File: config.mk
export PLATFORM = sky130hd
export DESIGN_NAME = lcag_ctrl
export DESIGN_NICKNAME = d
export VERILOG_FILES = /design/src/design/lcag_pkg.sv /design/src/design/lcag_ctrl.sv
export SDC_FILE = /design/constraint.sdc
export NUM_CORES = 1
export LEC_CHECK = 0
export BUFFER_PORTS_ARGS = -buffer_cell sky130_fd_sc_hd__buf_2
export CAP_MARGIN = 10
export CORE_AREA = 2 2 39 41
export CTS_CLUSTER_DIAMETER = 60
export DETAILED_ROUTE_END_ITERATION = 8
export DIE_AREA = 0 0 41 43
export PLACE_DENSITY_LB_ADDON = 0.2
export SLEW_MARGIN = 30
export SYNTH_ARGS = -nofsm -noshare
export SYNTH_HDL_FRONTEND = slang
export SYNTH_SLANG_ARGS = --single-unit
File: constraint.sdc
create_clock -name clk -period 1.3 [get_ports clk]
set_input_delay 0.325 -clock clk [delete_from_list [all_inputs] [get_ports clk]]
set_output_delay 0.325 -clock clk [all_outputs]
set_load 0.01 [all_outputs]
File: src/design/lcag_pkg.sv
package lcag_pkg;

  // default largest grid side
  localparam int MAX_SIDE_DEF = 64;

  // field widths
  localparam int CFG_W = 7;
  localparam int COORD_W = 6;

  localparam logic [CFG_W-1:0] GRID_WIDTH_RST = 7'd50;
  localparam logic [CFG_W-1:0] GRID_HEIGHT_RST = 7'd50;

  // opcodes
  localparam logic [1:0] OP_TOGGLE = 2'd0;
  localparam logic [1:0] OP_READ = 2'd1;
  localparam logic [1:0] OP_CLEAR = 2'd2;
  localparam logic [1:0] OP_ADVANCE = 2'd3;

  // configuration register indexes
  localparam logic CFG_GRID_WIDTH = 1'b0;
  localparam logic CFG_GRID_HEIGHT = 1'b1;

  // row write source
  localparam logic [1:0] WR_TOGGLE = 2'd0;
  localparam logic [1:0] WR_CLEAR = 2'd1;
  localparam logic [1:0] WR_LIFE = 2'd2;

  typedef struct packed {
    logic       latch;    // capture item, zero sweep state
    logic       rd_en;    // read a row this cycle
    logic       rd_item;  // read address from item row, else step counter
    logic       wr_en;    // write a row this cycle
    logic [1:0] wr_sel;   // write source
    logic       shift;    // shift row window down one row
    logic       step;     // advance step counter
    logic       strobe;   // capture result
  } lcag_cmd_t;

  typedef struct packed {
    logic rd_ok;     // step below rows in use
    logic clr_wr;    // clear sweep has a row to write back
    logic adv_wr;    // advance sweep has a row to write back
    logic clr_last;  // last cycle of clear sweep
    logic adv_last;  // last cycle of advance sweep
  } lcag_stat_t;

endpackage

File: src/design/lcag_ctrl.sv
module lcag_ctrl (
  input  logic                  clk,
  input  logic                  rst,
  input  logic                  start,
  input  logic [1:0]            opcode,
  input  lcag_pkg::lcag_stat_t  stat,
  output logic                  busy,
  output logic                  done,
  output lcag_pkg::lcag_cmd_t   cmd
);

  localparam logic [2:0] S_IDLE = 3'd0;
  localparam logic [2:0] S_CLR  = 3'd1;
  localparam logic [2:0] S_ADV  = 3'd2;
  localparam logic [2:0] S_FRD  = 3'd3;
  localparam logic [2:0] S_FOUT = 3'd4;

  logic [2:0] state;
  logic [2:0] state_next;
  logic [1:0] op;

  always_ff @(posedge clk) begin
    if (rst) begin
      state <= S_IDLE;
      done  <= 1'b0;
    end else begin
      state <= state_next;
      done  <= (state == S_FOUT);
    end
  end

  always_ff @(posedge clk) begin
    if (start && !busy) begin
      op <= opcode;
    end
  end

  assign busy = (state != S_IDLE);

  always_comb begin
    state_next = state;
    cmd = '0;
    unique case (state)
      S_IDLE: begin
        if (start) begin
          cmd.latch = 1'b1;
          case (opcode)
            lcag_pkg::OP_CLEAR:   state_next = S_CLR;
            lcag_pkg::OP_ADVANCE: state_next = S_ADV;
            default:              state_next = S_FRD;
          endcase
        end
      end
      S_CLR: begin
        cmd.rd_en  = stat.rd_ok;
        cmd.wr_en  = stat.clr_wr;
        cmd.wr_sel = lcag_pkg::WR_CLEAR;
        cmd.step   = 1'b1;
        if (stat.clr_last) begin
          state_next = S_FRD;
        end
      end
      S_ADV: begin
        cmd.rd_en  = stat.rd_ok;
        cmd.wr_en  = stat.adv_wr;
        cmd.wr_sel = lcag_pkg::WR_LIFE;
        cmd.shift  = 1'b1;
        cmd.step   = 1'b1;
        if (stat.adv_last) begin
          state_next = S_FRD;
        end
      end
      S_FRD: begin
        cmd.rd_en   = 1'b1;
        cmd.rd_item = 1'b1;
        state_next  = S_FOUT;
      end
      S_FOUT: begin
        cmd.wr_en  = (op == lcag_pkg::OP_TOGGLE);
        cmd.wr_sel = lcag_pkg::WR_TOGGLE;
        cmd.strobe = 1'b1;
        state_next = S_IDLE;
      end
      default: begin
        state_next = S_IDLE;
      end
    endcase
  end

endmodule

[After elaboration in Yosys (flattened, before gate mapping)]
Cells that the tools add are included.
Cells by class
  add/subtract/negate cells: 0
  multipliers: 0
  divide/modulo/power cells: 0
  magnitude comparators: 0
  eq/ne operators: 9
  shift operators: 0
  mux-type cells: 13
  bitwise operators: 0
  reduce and logical (&&, ||, !) cells: 7
Operators by type and width (number)
  3-bit case mux with 4 select lines: 1
  3-bit two-way mux: 3
  3-bit case mux with 3 select lines: 1
  3-bit by 2-bit equality test with 1-bit output, second input constant: 2
  1-bit two-way mux: 6
  2-bit != test, second input constant: 3
  2-bit equality test, second input constant: 2
  2-bit case mux with 2 select lines: 1
  3-bit by 1-bit equality test with 1-bit output, second input constant: 1
  3-bit equality test, second input constant: 1
  3-bit logical NOT: 1
  3-bit AND reduction: 1
  3-bit nonzero test: 1
  2-bit logical NOT: 1
  1-bit case mux with 2 select lines: 1
  2-bit OR reduction: 1
  1-bit logical AND: 1
  1-bit logical NOT: 1
Word-level totals
  flip-flop bits (word level): 6
  bits in latches: 0
  bits in writable memories: 0
  ROM bits: 0
  input bits: 10
  output and inout port bits: 11
  word-level logic and storage cells: 32
  memories: 0

[Longest topological paths before layout]
Gate-level depths: netlist of run 1.
  depth in word-level cells: 4
  gate-level depth with buffers: 4
  gate-level depth less buffers: 3

[Worst setup path before layout of run 1]
Ideal clock, no wire load.
  path type: reg-to-reg
  from: register state[1]
  to: register op[0] (enable)
  library setup time: 0.339 ns
  arrival: 1.139 ns
  required time: 0.961 ns
  slack: -0.178 ns
  cell stages (with the launch flop): 4
  buffers on the path: 1
  clock period less this slack: 1.478 ns
  path through: dfxtp_1 -> buf_2 -> or3_1 -> nor2_1
Between the ends
  cells in the longest elaborated chain, start to end: 3
RTL lines
  start: declaration: RTL line lcag_ctrl.sv:18  | logic [2:0] state;
  start signal: assignment: RTL line lcag_ctrl.sv:27  | state <= state_next;
  3-bit nonzero test: RTL line lcag_ctrl.sv:38  | assign busy = (state != S_IDLE);
  net busy: RTL line lcag_ctrl.sv:7  | output logic busy,
  1-bit logical NOT: RTL line lcag_ctrl.sv:33  | if (start && !busy) begin
  1-bit logical AND: RTL line lcag_ctrl.sv:33
  end signal: assignment: RTL line lcag_ctrl.sv:34  | op <= opcode;
  end: declaration: RTL line lcag_ctrl.sv:20  | logic [1:0] op;
The timed path passes the listed nets, and every way through them passes these cells.
A chain may end at the register's enable or synchronous reset.

==> flow_summary.ini, run 1 <==
[timing]
slew_headroom_pct = 87.89
post-route-min-period_ns = 1.542
tns_ns = -1.785
fmax_ghz = 0.6483
fin_ws_ns = -0.2424
hold_viol = 0
rsz0062_at_grt = true
fin_skew_ns = 0.004377
whs_ns = 0.2877
fin_crit_sh_pct = 118.6
worst_slew_pin_slew_ns = 0.1816
setup_violations = 10
slew_violations = 0

[cells_and_area]
fin_nets = 83
diodes = 0
drive_gt1_share_pct = 70.83
syn_to_final_growth_pct = 79.52
layout.cells.non_filler = 88

[worst_setup_path]
reg2reg_depth = 5
worst_ep_arrival_time_ns = 1.22
r2r_start = state[1]
r2r_slack_ns = 0
crit_family = simple AND/OR/NAND/NOR gates
worstSetupEndpointType = output port
critical_path.max_stage_delay_ns = 0.41
startpoint_type = register
slowest_stage = or3_4
cp_max_fo = 7
critPathBufInv = 1
critical_path_class = register to output port
cp_cell_sequence = or3_4 -> nor2_4 -> buf_6
reg2reg_to = state[0]
required_ns = 0.98

[clock_network]
insertion_delay_ns = 0.24
root_buffer = clkbuf_4
cts_buffer_depth = 2
cts_made_buffers = 3
cts_tree = done
cts.sinks = 6
h-tree-depth = 1
clk_pin_slew_ns = 0.05

[status]
violations = setup timing
status = finished, violations left

[power]
finalPower_uw = 841.1
ir_drop_uv = 457.2
power_density_mw_per_mm2 = 1278
p_leak_nw = 0.3257

[logic_synthesis]
synthTopCellsByCount = inv_1 (5), dfxtp_1 (4), nor2_1 (3), nor3b_1 (3)
yosysSeqAreaShare_pct = 38.23
ys_warn_count = 0
synth_area_leaders = dfxtp_1 (22%), edfxtp_1 (16%), buf_6 (6.1%)
synth_top_area_share_pct = 21.84
synthCells = 40
synth_edf_count = 2
yosysMostFrequentCell = inv_1
synth_area_um2 = 366.6
async_reset_ff_share_pct = 0
ys_ff_latch = 6
synth_cell_types = 23
yosysTopAreaCell = dfxtp_1
syn-num-nets = 50
synth_top_flop_cell = dfxtp_1
syn_avg_cell_area_um2 = 9.165

[die]
core_mm2 = 0.001384
fp.dieH_um = 43
io_pins = 21
die_x_um = 41
dieArea_mm2 = 0.001763
num_rows = 14
floorplan.initialDensity_pct = 26.49

[routing]
drtIter0Drc = 4
dr.pass1.iters = 2
wl_um = 920
wl_per_cell_um = 10.45
routed_via_density = 4.443
vias = 391
ant_nets = 0
drc = 0

[worst_hold_path]
worstHoldEndpoint = state[1]
hold_path_depth = 2
hold_path_class = primary input to register
hold_start = opcode[1]

[global_route]
grt_pass1_vias = 320
grt_pass1_wl_um = 1366
overflow = 0
grt.total_usage_pct = 11.97
grt_start_max_net_pins = 8
antenna_found_initial = 0

[place]
pre_cts_ws_ns = -0.1080
routabilityCongestion = 0.7637
dp_hpwl_um = 705.3
dp.cells = 81
io_buffers = 20

[job]
max_cap_viol_count = 0
## kinds of logic (layout without fill, tap and decap cells)
| kind of cell | Yosys count | in the layout | synth area share, % |
|---|---|---|---|
| AOI/OAI and AO/OA | 9 | 9 | 18.77 |
| buffers and inverters | 9 | 41 | 14.68 |
| DFF | 6 | 6 | 38.23 |
| and+or+nand+nor | 16 | 16 | 28.33 |
## placed cells by master, fill, tap and decap left out, drive strengths merged
master | netlist | layout
nor3b | 3 | 3
and3b | 1 | 1
or3 | 2 | 2
dfxtp | 4 | 4
inv | 5 | 5
nand3b | 2 | 2
nor2 | 3 | 3
a21oi | 2 | 2
or3b | 1 | 1
nand2 | 2 | 2
nor2b | 1 | 1
o21bai | 1 | 1
o21ai | 1 | 1
o32ai | 2 | 2
nand2b | 1 | 1
edfxtp | 2 | 2
clkbuf | 0 | 4
a211o | 1 | 1
buf | 4 | 32
a31oi | 2 | 2
## how the worst max path moves through the flow
stage / start / endpoint / slack [ns] / cells past startpoint
6_report: state[1] / cmd[8] / -0.24 / 3
5_1_grt: state[0] / cmd[1] / -0.30 / 4
4_1_cts: state[1] / cmd[8] / -0.25 / 3
3_5_place_dp: state[1] / cmd[5] / -0.11 / 4
3_3_place_gp: state[1] / cmd[5] / -0.12 / 4
2_1_floorplan: state[2] / cmd[8] / -0.01 / 3
## sequential cells by signal (all words and copies together) (netlist names)
register and count:
done 1, op 2, state 3
## what timing repair did
item | 4_1_cts | 5_1_grt
buffers inserted | 1 | 2
resized for setup | 17 | 4
endpoints found under the setup margin | 11 | 12
hold buffers | 0 | 0
pin swaps | 4 | 2
cloned | 0 | 0
## layout make-up
type | instances | area (um^2)
Clock buffer | 4 | 26.28
Fill cell | 147 | 725.7
Tap cell | 16 | 20.02
Timing Repair Buffer | 32 | 217.7
Multi-Input combinational cell | 25 | 221.5
Inverter | 5 | 21.27
Sequential cell | 6 | 151.4
## stage by stage
stage	util (%)	cell area, um^2
floorplan	-	391.6
global placement	39.33	544.3
detailed placement	39.33	544.3
CTS	45.39	628.1
global route	47.56	658.1
finish	47.56	658.1
## per-layer routing
| layer | vias to the layer above | global-route usage [%] | wire (um) | share of wire (%) |
|---|---|---|---|---|
| met5 | - | 0 | 0 | 0 |
| met4 | 0 | 10.00 | 8 | 0.87 |
| met3 | 2 | 3.141 | 49 | 5.3 |
| met2 | 13 | 16.25 | 445 | 48 |
| met1 | 172 | 14.89 | 415 | 45 |
| li1 | 204 | - | - | - |
## worst register-to-register path: cells and delay by family (launching register included)
family / cells / cell delay [ns]
AO/OA/AOI/OAI: 2 / 0.22
buffers and inverters: 2 / 0.22
flip-flops: 1 / 0.38
AND/OR/NAND/NOR: 1 / 0.35
## report_power, final
| group | total [mW] | internal [mW] | switching (mW) |
|---|---|---|---|
| logic | 0.403 | 0.233 | 0.170 |
| clock network | 0.182 | 0.116 | 0.0662 |
| registers | 0.256 | 0.223 | 0.0323 |
Power figures use the tool's default switching activity.
==> run 2, diff against run 1 <==
--- a/config.mk
+++ b/config.mk
@@ -12,6 +12,7 @@
 export DETAILED_ROUTE_END_ITERATION = 8
 export DIE_AREA = 0 0 41 43
 export PLACE_DENSITY_LB_ADDON = 0.2
+export SETUP_SLACK_MARGIN = 0.05
 export SLEW_MARGIN = 30
 export SYNTH_ARGS = -nofsm -noshare
 export SYNTH_HDL_FRONTEND = slang
==> run 2 against run 1 <==
The run still ends with setup timing left. Sequential share of layout area fell by 1.3 points. Flip-flop and latch count stayed put. Highest routed layer is now met3. Critical endpoint unchanged. Final area increased by 6.1%. Register-to-register slack worse by 0.11 ns. Combinational power grew 12%. Clock-buffer cell count decreased by 1. Clock skew fell by 0.0037 ns.
==> flow_summary.ini, run 2 (same netlist as run 1, synthesis figures left out) <==
[timing]
setup_violations = 12
fin_ws_ns = -0.2754
tns_ns = -1.840
fin_crit_sh_pct = 121.2
worst_slew_pin_slew_ns = 0.1850
fin_skew_ns = 0.0006892
rsz0062_at_grt = true
slew_violations = 0
hold_viol = 0
slew_headroom_pct = 87.67
fmax_ghz = 0.6348
whs_ns = 0.2963
post-route-min-period_ns = 1.575

[clock_network]
cts.sinks = 6
cts_made_buffers = 3
insertion_delay_ns = 0.24
cts_tree = done
postCtsHoldBufs = 0
root_buffer = clkbuf_4
cts_buffer_depth = 2
clk_pin_slew_ns = 0.04
h-tree-depth = 1

[status]
status = finished, violations left
violations = setup timing

[routing]
wl_per_cell_um = 11.28
dr.pass1.iters = 1
vias = 417
ant_nets = 0
drc = 0
wl_um = 1004
routed_via_density = 4.685
drtIter0Drc = 0

[die]
core_mm2 = 0.001384
num_rows = 14
fp.dieH_um = 43
io_pins = 21
die_x_um = 41
floorplan.initialDensity_pct = 26.49
dieArea_mm2 = 0.001763

[power]
p_leak_nw = 0.3433
ir_drop_uv = 450.1
finalPower_uw = 875.9
power_density_mw_per_mm2 = 1255

[global_route]
grt_pass1_vias = 423
grt.total_usage_pct = 14.37
grt_start_max_net_pins = 9
overflow = 0
antenna_found_initial = 0
grt_pass1_wl_um = 1725

[cells_and_area]
layout_commonest_cell = buf_2
post-route-cell-area_um2 = 698.2
top_register = state
reg_top3 = state x3, op x2, done x1
fin_nets = 85
diodes = 0
layout.cells.non_filler = 89
syn_to_final_growth_pct = 90.44
final_cell_mix = buf_2 (17), buf_6 (9), buf_4 (8)
drive_gt1_share_pct = 75.34
nFillCells = 133
fin_util_pct = 50.45
largest_reg_flops = 3

[worst_setup_path]
worstSetupEndpointType = output port
reg2reg_depth = 6
reg2reg_to = state[1]
r2r_start = state[0]
worst_ep_arrival_time_ns = 1.25
critical_path_class = register to output port
startpoint_type = register
cp_max_fo = 4
r2r_slack_ns = -0.11
required_ns = 0.98

[place]
dp_hpwl_um = 750.5
io_buffers = 20
dpl_cell_area_um2 = 560.5
dp.cells = 82
pre_cts_ws_ns = -0.06185
routabilityCongestion = 0.7327

[worst_hold_path]
worstHoldEndpoint = op[0]
hold_start = opcode[0]
hold_path_depth = 1
hold_path_class = primary input to register

[job]
max_cap_viol_count = 0
==> run 2: power breakdown <==
part	switching (mW)	total, mW	internal, mW
Sequential	0.0310	0.254	0.223
Clock	0.0647	0.169	0.104
Combinational	0.187	0.452	0.266
==> run 2: how the worst max path moves through the flow <==
| stage | end | start | cells past startpoint |
|---|---|---|---|
| final | cmd[8] | state[2] | 3 |
| after global routing | cmd[1] | state[0] | 5 |
| after CTS | cmd[5] | state[1] | 4 |
| after detailed placement | cmd[5] | state[0] | 5 |
| after global placement | cmd[5] | state[1] | 4 |
| after floorplan | cmd[8] | state[2] | 3 |
==> run 2: area by class of cell <==
type                       count  area (um^2)  area share [%]
timing repair buffer          34        246.5           35.30
multi-input combinational     25        239.0           34.23
tap                           16        20.02           2.867
sequential                     6        151.4           21.68
clock buffer                   3        22.52           3.226
inverter                       5        18.77           2.688
==> run 2: per-layer routing <==
metal	vias up	share of wire [%]	track usage (%)
met3	0	3.1	1.571
met4	0	0	8.000
li1	209	-	-
met5	-	0	0
met1	198	41	17.42
met2	10	55	23.13
==> run 2: worst max-delay path, stage by stage, from the launching register on <==
cell	delay, ns
dfxtp_4	0.35
or3_4	0.41
nor2_4	0.14
buf_6	0.11
==> run 2: timing repair <==
| item | in CTS | in global routing |
|---|---|---|
| pin swaps | 8 | 8 |
| gates resized for setup | 20 | 5 |
| endpoints found under the setup margin | 14 | 14 |
| setup buffers | 4 | 2 |
==> run 3, diff against run 2 <==
==> constraint.sdc (replaced) <==
create_clock -name clk -period 1.3 [get_ports clk]
set_input_delay 0.13 -clock clk [delete_from_list [all_inputs] [get_ports clk]]
set_output_delay 0.13 -clock clk [all_outputs]
set_load 0.01 [all_outputs]
==> run 3 against run 2 <==
The flow still finishes with violations (setup timing). Sequential share of layout area up 0.81 points. Total power shrank 0.20%. Worst hold slack worse by 0.21 ns. Clock-buffer cell count is 1 higher. Combinational power fell by 6.0%. Register-to-register slack better by 0.13 ns. Clock power up 12%. Flip-flop and latch count unchanged. Critical path type unchanged. Largest power group unchanged.
==> flow_summary.ini, run 3 (same netlist as run 1, synthesis figures left out) <==
[status]
status = finished, violations left
violations = setup timing

[timing]
slew_violations = 0
fin_crit_sh_pct = 105.2
hold_viol = 0
worst_slew_pin_slew_ns = 0.1787
setup_violations = 4
whs_ns = 0.08429
slew_headroom_pct = 88.09
post-route-min-period_ns = 1.368
fmax_ghz = 0.7309
rsz0062_at_grt = true
tns_ns = -0.2145
fin_skew_ns = 0.0002559
fin_ws_ns = -0.06818

[clock_network]
postCtsHoldBufs = 0
h-tree-depth = 1
cts.sinks = 6
cts_tree = done
cts_buffer_depth = 2
root_buffer = clkbuf_4
cts_made_buffers = 3
clk_pin_slew_ns = 0.05
insertion_delay_ns = 0.25

[power]
p_leak_nw = 0.3201
ir_drop_uv = 450.9
power_density_mw_per_mm2 = 1299
finalPower_uw = 874.1

[cells_and_area]
top_register = state
largest_reg_flops = 3
layout_commonest_cell = buf_2
final_cell_mix = buf_2 (18), buf_4 (7), buf_6 (6), clkbuf_4 (3), dfxtp_4 (3)
fin_nets = 82
drive_gt1_share_pct = 77.46
diodes = 0
syn_to_final_growth_pct = 83.62
post-route-cell-area_um2 = 673.1
reg_top3 = state x3, op x2, done x1

[die]
dieArea_mm2 = 0.001763
die_x_um = 41
floorplan.initialDensity_pct = 26.49
io_pins = 21
core_mm2 = 0.001384
fp.dieH_um = 43
num_rows = 14

[routing]
dr.pass1.iters = 4
wl_um = 972
vias = 403
routed_via_density = 4.632
drtIter0Drc = 5
ant_nets = 0
drc = 0
wl_per_cell_um = 11.17

[place]
pre_cts_ws_ns = 0.04317
routabilityCongestion = 0.7175
io_buffers = 20
dpl_cell_area_um2 = 486.7
dp_hpwl_um = 636.7

[global_route]
grt.total_usage_pct = 11.56
antenna_found_initial = 0
overflow = 0
grt_start_max_net_pins = 12
grt_pass1_vias = 347
grt_pass1_wl_um = 1317

[worst_setup_path]
cp_cell_sequence = inv_4 -> or3_4 -> nand2b_1 -> buf_2
slowest_stage = dfxtp_4
r2r_slack_ns = 0.02
cp.depth = 4
startpoint_type = register
reg2reg_depth = 3
critical_path_class = register to output port
crit_family = simple AND/OR/NAND/NOR gates
cp_max_fo = 6
critical_path.max_stage_delay_ns = 0.40
worstSetupEndpointType = output port
worst_ep_arrival_time_ns = 1.24
critPathBufInv = 2
required_ns = 1.17

[worst_hold_path]
hold_path_class = primary input to register
hold_path_depth = 2

[job]
max_cap_viol_count = 0
run 3: cell types whose count changed in the layout (fill, tap and decap cells not counted), sizes merged:
| cell | delta |
|---|---|
| clkbuf | +1 |
| buf | -3 |
run 3: stage by stage:
step,utilization (%),std cells
2_1_floorplan,-,40
3_3_place_gp,35.17,75
3_5_place_dp,35.17,75
4_1_cts,41.77,84
5_1_grt,48.64,87
6_report,48.64,87
run 3: repair_timing:
| action | CTS | global route |
|---|---|---|
| gates resized for setup | 12 | 19 |
| pin swaps | 1 | 6 |
| buffers inserted | 5 | 3 |
| setup endpoints to repair | 12 | 12 |
run 3: path summary, 6_finish.rpt:
kind,start,end
setup / recovery,state[0],cmd[1]
hold reg to reg,state[2],state[1]
setup reg to reg,state[0],op[0]
hold / removal,opcode[1],state[1]
run 3: where the power goes:
part           switching, mW  leakage (nW)  internal, mW
Clock                 0.0723        0.0150         0.117
Sequential            0.0368        0.0537         0.223
Combinational          0.182         0.251         0.243
Total                  0.292         0.320         0.583
run 3: area by class of cell:
class,instances,area (um^2)
sequential,6,151.4
multi-input combinational,25,244.0
timing repair buffer,31,210.2
fill,141,710.7
inverter,5,21.27
tap,16,20.02
clock buffer,4,26.28
run 3: metal layers:
metal / up-vias / track usage, % / wire (um)
li1: 202 / - / -
met1: 184 / 12.90 / 381
met2: 15 / 15.94 / 502
met3: 2 / 3.141 / 73
met4: 0 / 12.00 / 14
met5: - / 0 / 0
run 3: worst reg2reg max path: cells and delay by family (launching register included):
kind | cells | cell delay (ns)
AND/OR/NAND/NOR | 2 | 0.51
buffers and inverters | 1 | 0.12
flip-flops | 1 | 0.37
